### src/sv/tcs_pkg.sv
// ----------------------------------------------------------------------------
// tcs_pkg: text console shared definitions
// Field widths, character codes, action codes and the control/status bundles
// passed between the controller and the datapath.
// ----------------------------------------------------------------------------
`default_nettype none

package tcs_pkg;

  localparam int ACT_W  = 2;
  localparam int CHAR_W = 8;
  localparam int ATTR_W = 8;
  localparam int RROW_W = 5;
  localparam int RCOL_W = 7;
  localparam int CELL_W = 16;

  localparam logic [CHAR_W-1:0] NEWLINE_CODE = 8'd10;
  localparam logic [CHAR_W-1:0] SPACE_CODE   = 8'd32;
  localparam logic [ATTR_W-1:0] ATTR_RESET   = 8'd7;

  typedef enum logic [ACT_W-1:0] {
    ACT_PUT   = 2'd0,
    ACT_CLEAR = 2'd1,
    ACT_READ  = 2'd2
  } action_e;

  // controller -> datapath
  typedef struct packed {
    logic latch;        // capture the incoming request
    logic put;          // put character / newline at the cursor
    logic home;         // cursor to row 0, column 0
    logic sweep_start;  // sweep counter to zero
    logic clear_step;   // write one blank cell at the sweep counter
    logic scroll_step;  // read one cell a row below, queue its write
    logic rd_issue;     // read the requested cell
    logic load_out;     // load the result register
  } cmd_t;

  // datapath -> controller
  typedef struct packed {
    action_e act;
    logic    will_scroll;
    logic    sweep_last;
  } sts_t;

endpackage

`default_nettype wire

### src/sv/tcs_ctrl.sv
// ----------------------------------------------------------------------------
// tcs_ctrl: text console controller
// Sequences one request at a time: capture, execute, sweeps, result hand-off.
// ----------------------------------------------------------------------------
`default_nettype none

module tcs_ctrl (
  input  wire logic          clk_i,
  input  wire logic          rst_ni,
  input  wire logic          in_valid_i,
  output logic               in_stall_o,
  output logic               out_valid_o,
  input  wire logic          out_stall_i,
  output tcs_pkg::cmd_t      cmd_o,
  input  wire tcs_pkg::sts_t sts_i
);

  import tcs_pkg::*;

  typedef enum logic [2:0] {
    ST_IDLE,
    ST_EXEC,
    ST_CLEAR,
    ST_SCROLL,
    ST_FLUSH,
    ST_READ,
    ST_EMIT
  } state_e;

  state_e state_q, state_d;
  logic   out_valid_q, out_valid_d;
  logic   out_free;
  logic   finish;

  assign out_free = !out_valid_q || !out_stall_i;

  always_comb begin
    state_d = state_q;
    cmd_o   = '0;
    finish  = 1'b0;
    unique case (state_q)
      ST_IDLE: begin
        if (in_valid_i) begin
          cmd_o.latch = 1'b1;
          state_d     = ST_EXEC;
        end
      end
      ST_EXEC: begin
        unique case (sts_i.act)
          ACT_PUT: begin
            cmd_o.put = 1'b1;
            if (sts_i.will_scroll) begin
              cmd_o.sweep_start = 1'b1;
              state_d           = ST_SCROLL;
            end else begin
              finish = 1'b1;
            end
          end
          ACT_CLEAR: begin
            cmd_o.home        = 1'b1;
            cmd_o.sweep_start = 1'b1;
            state_d           = ST_CLEAR;
          end
          ACT_READ: begin
            cmd_o.rd_issue = 1'b1;
            state_d        = ST_READ;
          end
          default: begin
            finish = 1'b1;
          end
        endcase
      end
      ST_CLEAR: begin
        cmd_o.clear_step = 1'b1;
        if (sts_i.sweep_last) begin
          finish = 1'b1;
        end
      end
      ST_SCROLL: begin
        cmd_o.scroll_step = 1'b1;
        if (sts_i.sweep_last) begin
          state_d = ST_FLUSH;
        end
      end
      ST_FLUSH, ST_READ, ST_EMIT: begin
        finish = 1'b1;
      end
      default: begin
        state_d = ST_IDLE;
      end
    endcase

    if (finish) begin
      if (out_free) begin
        cmd_o.load_out = 1'b1;
        state_d        = ST_IDLE;
      end else begin
        state_d = ST_EMIT;
      end
    end

    out_valid_d = cmd_o.load_out ? 1'b1 : (out_valid_q && out_stall_i);
  end

  always_ff @(posedge clk_i or negedge rst_ni) begin
    if (!rst_ni) begin
      state_q     <= ST_IDLE;
      out_valid_q <= 1'b0;
    end else begin
      state_q     <= state_d;
      out_valid_q <= out_valid_d;
    end
  end

  assign in_stall_o  = (state_q != ST_IDLE);
  assign out_valid_o = out_valid_q;

  // result register is never overwritten while a result still waits
  a_load_when_free: assert property (@(posedge clk_i) disable iff (!rst_ni)
    cmd_o.load_out |-> (!out_valid_q || !out_stall_i))
    else $error("result loaded over a waiting result");

  // an accepted request is executed in the following cycle
  a_accept_exec: assert property (@(posedge clk_i) disable iff (!rst_ni)
    (in_valid_i && !in_stall_o) |=> (state_q == ST_EXEC))
    else $error("accepted request not executed");

endmodule

`default_nettype wire

### config.mk
export PLATFORM = sky130hd
export DESIGN_NAME = tcs_ctrl
export DESIGN_NICKNAME = d
export VERILOG_FILES = /design/src/sv/tcs_pkg.sv /design/src/sv/tcs_ctrl.sv
export SDC_FILE = /design/constraint.sdc
export NUM_CORES = 1
export LEC_CHECK = 0
export BUFFER_PORTS_ARGS = -buffer_cell sky130_fd_sc_hd__buf_2
export CAP_MARGIN = 20
export CORE_AREA = 2 2 39 41
export CTS_CLUSTER_SIZE = 25
export DETAILED_ROUTE_END_ITERATION = 8
export DIE_AREA = 0 0 41 43
export HOLD_SLACK_MARGIN = 0.12
export SLEW_MARGIN = 20
export SYNTH_ARGS = -nofsm -noshare
export SYNTH_HDL_FRONTEND = slang
export SYNTH_SLANG_ARGS = --single-unit
### constraint.sdc
create_clock -name clk_i -period 2.1 [get_ports clk_i]
set_input_delay 0.105 -clock clk_i [delete_from_list [all_inputs] [get_ports clk_i]]
set_output_delay 0.105 -clock clk_i [all_outputs]
set_load 0.03 [all_outputs]
**After elaboration in Yosys (flattened, before gate mapping)**

Index checks and enable logic that the tools add are counted.
W data, S select, Z words.

- $add $sub $neg: 0
- Multiply operators: 0
- Divide/modulo/power cells: 0
- $lt $le $gt $ge: 0
- Equal/unequal tests: 13
- Shifts and indexed selects: 0
- Multiplexer cells: 25
- Bitwise logic cells: 0
- Reduce and logical (&&, ||, !) cells: 11

Operator list:

| kind | count |
|---|---|
| $mux W3 | 6 |
| $mux W1 | 14 |
| $pmux W3 S4 | 1 |
| $eq A3 B3 Y1 const B | 3 |
| $pmux W3 S3 | 1 |
| $eq A3 B2 Y1 const B | 2 |
| $ne A3 B3 Y1 const B | 2 |
| $ne A5 B2 Y1 const B | 1 |
| $reduce_and A5 Y1 | 1 |
| $ne A4 B4 Y1 const B | 1 |
| $pmux W1 S2 | 2 |
| $reduce_or A4 Y1 | 1 |
| $eq A3 B1 Y1 const B | 1 |
| $logic_not A3 Y1 | 1 |
| $pmux W1 S3 | 1 |
| $reduce_bool A3 Y1 | 1 |
| $reduce_or A3 Y1 | 1 |
| $eq A2 B1 Y1 const B | 1 |
| $eq A2 B2 Y1 const B | 1 |
| $logic_not A1 Y1 | 2 |
| $logic_not A2 Y1 | 1 |
| $ne A2 B1 Y1 const B | 1 |
| $reduce_or A2 Y1 | 1 |
| $logic_and A1 B1 Y1 | 1 |
| $logic_or A1 B1 Y1 | 1 |

- Register bits: 4
- Bits in latches: 0
- RAM bits: 0
- ROM bits: 0
- Input bits: 8
- Output and inout port bits: 10
- Word-level logic and storage cells: 51
- Memories: 0

**Depth between registers and ports, before layout**

- Word-level depth: 6
- Gate-level depth with buffers: 6
- Depth with buffers taken out: 6

**Worst setup path before layout**

Ideal clock, no wire load.

- Path type: flip-flop to flip-flop
- From: register state_q[2]
- To: register state_q[0]
- Setup time: 74 ps
- Data arrival time: 1650 ps
- Data required time: 2026 ps
- Setup slack: 377 ps
- Stages on the path, launching flop included: 6
- Path buffers: 1
- Period minus slack after synthesis: 1723 ps
- Cell sequence: dfrtp_1 buf_2 or3b_1 or4_4 a31o_1 a21oi_2

- Longest elaborated chain between the ends: 5
- Elaborated cells on any way between the ends: 18
- Classes of those cells: eq/ne (11); mux (3); reduce/logical (4)

Ends and longest elaborated chain:

| element | line | RTL |
|---|---|---|
| from (decl) | tcs_ctrl.sv:30 | `state_e state_q, state_d;` |
| from (signal assigned) | tcs_ctrl.sv:110 | `state_q <= state_d;` |
| $eq A3 B3 Y1 | tcs_ctrl.sv:41 | `unique case (state_q)` |
| $reduce_or A3 Y1 | tcs_ctrl.sv:41 |  |
| $pmux W1 S3 | tcs_ctrl.sv:41 |  |
| $ne A5 B2 Y1 (no line) (tied with other cells) | n/a |  |
| $reduce_and A5 Y1 (no line) | n/a |  |

Several ways; a longest one is shown, not always the timed one.
A chain may end at the register's enable or synchronous reset.

**Worst setup path in the final report**

- From: register state_q[1]
- To: register state_q[0]

The elaborated chain is that of the path after synthesis.

==> reports/results.ini <==
[status]
outcome=finished clean

[place]
routabilityCongestion=0.736
portBuffers=17
placed_cells=85
hpwl_um=794
place_area_sq_um=529

[yosys]
syn-instance-count=51
async_flop_share=1.00
synth_edf_count=0
synth_top_area_cell=dfrtp_1
avgSynthCellArea_sq_um=8.07
synth_top_area_frac=0.243
synthTopCellsByArea=dfrtp_1 (24%), ha_1 (12%), and2_1 (6.1%)
syn_area_sq_um=412
ys_warn_count=0
synth_nets=63
ys_top_cells_by_count=inv_1 (6), and2_1 (4), dfrtp_1 (4), ha_1 (4)
synthFlopType=dfrtp_1
yosys.cell_types.count=26
synth_seq_area_share=0.243
yosysMostFrequentCell=inv_1
synth-seq-cells=4

[worst_setup_path]
cp-start-kind=flip-flop
cp-end-kind=flip-flop
worst-setup-path-type=reg2reg
critPathArrivalTime_ns=1.94
worstPathRequired_ns=2.26
cp_max_fo=7

[drt]
ant_nets=0
drc=0
wl_per_cell_um=10.7
vias=447
dr.pass1.iters=2
drt_first_iter_violations=6
drt_wl_total_um=948
via_per_inst=5.02

[sta]
setup_viol=0
slew_headroom=0.587
report.final.slew_viol_count=0
skew_ns=0.000920
fmaxAchievable_ghz=0.562
grt_setup_unrepaired=false
final-hold-violation-count=0
finalSetupTns_ns=0
tightest_slew_ns=0.620
layout_min_cycle_time_ns=1.78
fin_crit_sh=0.847

[power]
power_frac_comb=0.693
swShare=0.515
p_leak_nw=0.291
p_int_mw=0.374
p_seq_frac=0.188
finalPower_mw=0.771
clockPowerShare=0.118
irDropWorstVdd_v=0.000402
p_sw_mw=0.397
powerDensity_nw_per_um2=1370

[cells_and_area]
areaGrowthSynthToFinish_pct=36.5
fin_cells=89
fin_nets=87
final_layout_size_suffix_gt1_frac=0.342
seq_area_sq_um=100
antenna_cells=0
finalInstanceArea_sq_um=562
multiInputGateArea_sq_um=279
utilization=0.406
fill_cells=148

[grt]
grt_pass1_vias=411
antenna_found_initial=0
track_usage=0.126
grt_pass1_wl_um=1520
overflow=0
grt_max_degree=10

[clock_network]
cts_buffers=3
worstSkewPairLatency_ns=0.23
ctsHoldBuffers=1
cts_resized=0
htreeDepth=1
clockRootBuffer=clkbuf_4
cts_tree=yes
ctsLongestPathBuffers=2
post_cts_buffers=0
clk_pin_slew_ns=0.03
cts_num_sinks=4

[die]
rows=14
die_area_sq_um=1760
coreArea_sq_um=1380
fp.dieH_um=43
fp.dieW_um=41
pin_count=18
initial_core_util=0.297

[hold_path]
hp-class=in2reg

[run]
cap_violations=0

==> through the flow <==
step	worst slack [ns]	hold WS, ns
detailed placement	0.329	-0.0885
CTS	0.320	0.122
floorplan	0.377	-0.191
global route	0.242	0.143
global placement	0.379	-0.0898
finish	0.322	0.129
==> sequential cells by signal, indices dropped and copies added (netlist names) <==
name / count
state_q: 3
out_valid_o: 1
==> layout by cell type, fill, tap and decap left out, drive strengths merged, types with 2 or more instances in the layout <==
cell type	synthesis	routed
buf	2	20
inv	6	6
and2	4	4
ha	4	4
dfrtp	4	4
nor3	3	3
nor2	3	3
nand2	3	3
clkbuf	0	3
a21oi	3	3
nand3	2	2
o21ai	2	2
o31ai	2	2
==> power by group through the flow <==
stage | Combinational [mW] | Clock, mW | Sequential [mW]
after floorplan | 0.378 | 0 | 0.148
after global placement | 0.535 | 0 | 0.144
after CTS | 0.539 | 0.0966 | 0.144
final | 0.535 | 0.0913 | 0.145
after detailed placement | 0.536 | 0 | 0.145
after global routing | 0.592 | 0.100 | 0.151
==> final timing paths <==
kind,start,endpoint,cells after the start,slack [ns]
max in group asynchronous,rst_ni,state_q[0],2,1.77
worst min-delay path,out_stall_i,out_valid_o,3,0.13
worst max register to register,state_q[1],state_q[0],4,0.32
min in group asynchronous,rst_ni,state_q[2],2,0.21
worst min register to register,out_valid_o,out_valid_o,2,0.52
worst max-delay path,state_q[1],state_q[0],4,0.32
==> routing by layer <==
| layer | wire (um) | vias to the layer above | global-route usage | share of wire |
|---|---|---|---|---|
| met5 | 0 | - | 0 | 0 |
| met4 | 0 | 0 | 0.0800 | 0 |
| met3 | 33 | 0 | 0.0157 | 0.035 |
| met2 | 517 | 7 | 0.222 | 0.55 |
| met1 | 397 | 206 | 0.127 | 0.42 |
| li1 | - | 234 | - | - |
==> layout make-up <==
class / instances / share of cell area
clock buffer: 3 / 0.0401
inverter: 6 / 0.0401
multi-input combinational: 39 / 0.497
sequential: 4 / 0.178
tap: 16 / 0.0356
timing repair buffer: 21 / 0.209
==> cells by family (layout without fill, tap and decap cells) <==
| group | Yosys count | after routing | synth area share |
|---|---|---|---|
| DFF | 4 | 4 | 0.243 |
| adders and majority gates | 4 | 4 | 0.122 |
| AOI/OAI and AO/OA | 14 | 14 | 0.252 |
| muxes | 1 | 1 | 0.0243 |
| and+or+nand+nor | 20 | 20 | 0.280 |
| buffers and inverters | 8 | 30 | 0.0790 |
==> critical path, stage by stage (launching register included) <==
cell and delay (ns):
dfrtp_1 0.43, or3b_1 0.45, or4_4 0.46, a31o_1 0.25
a21oi_2 0.12
Power figures use the tool's default switching activity.
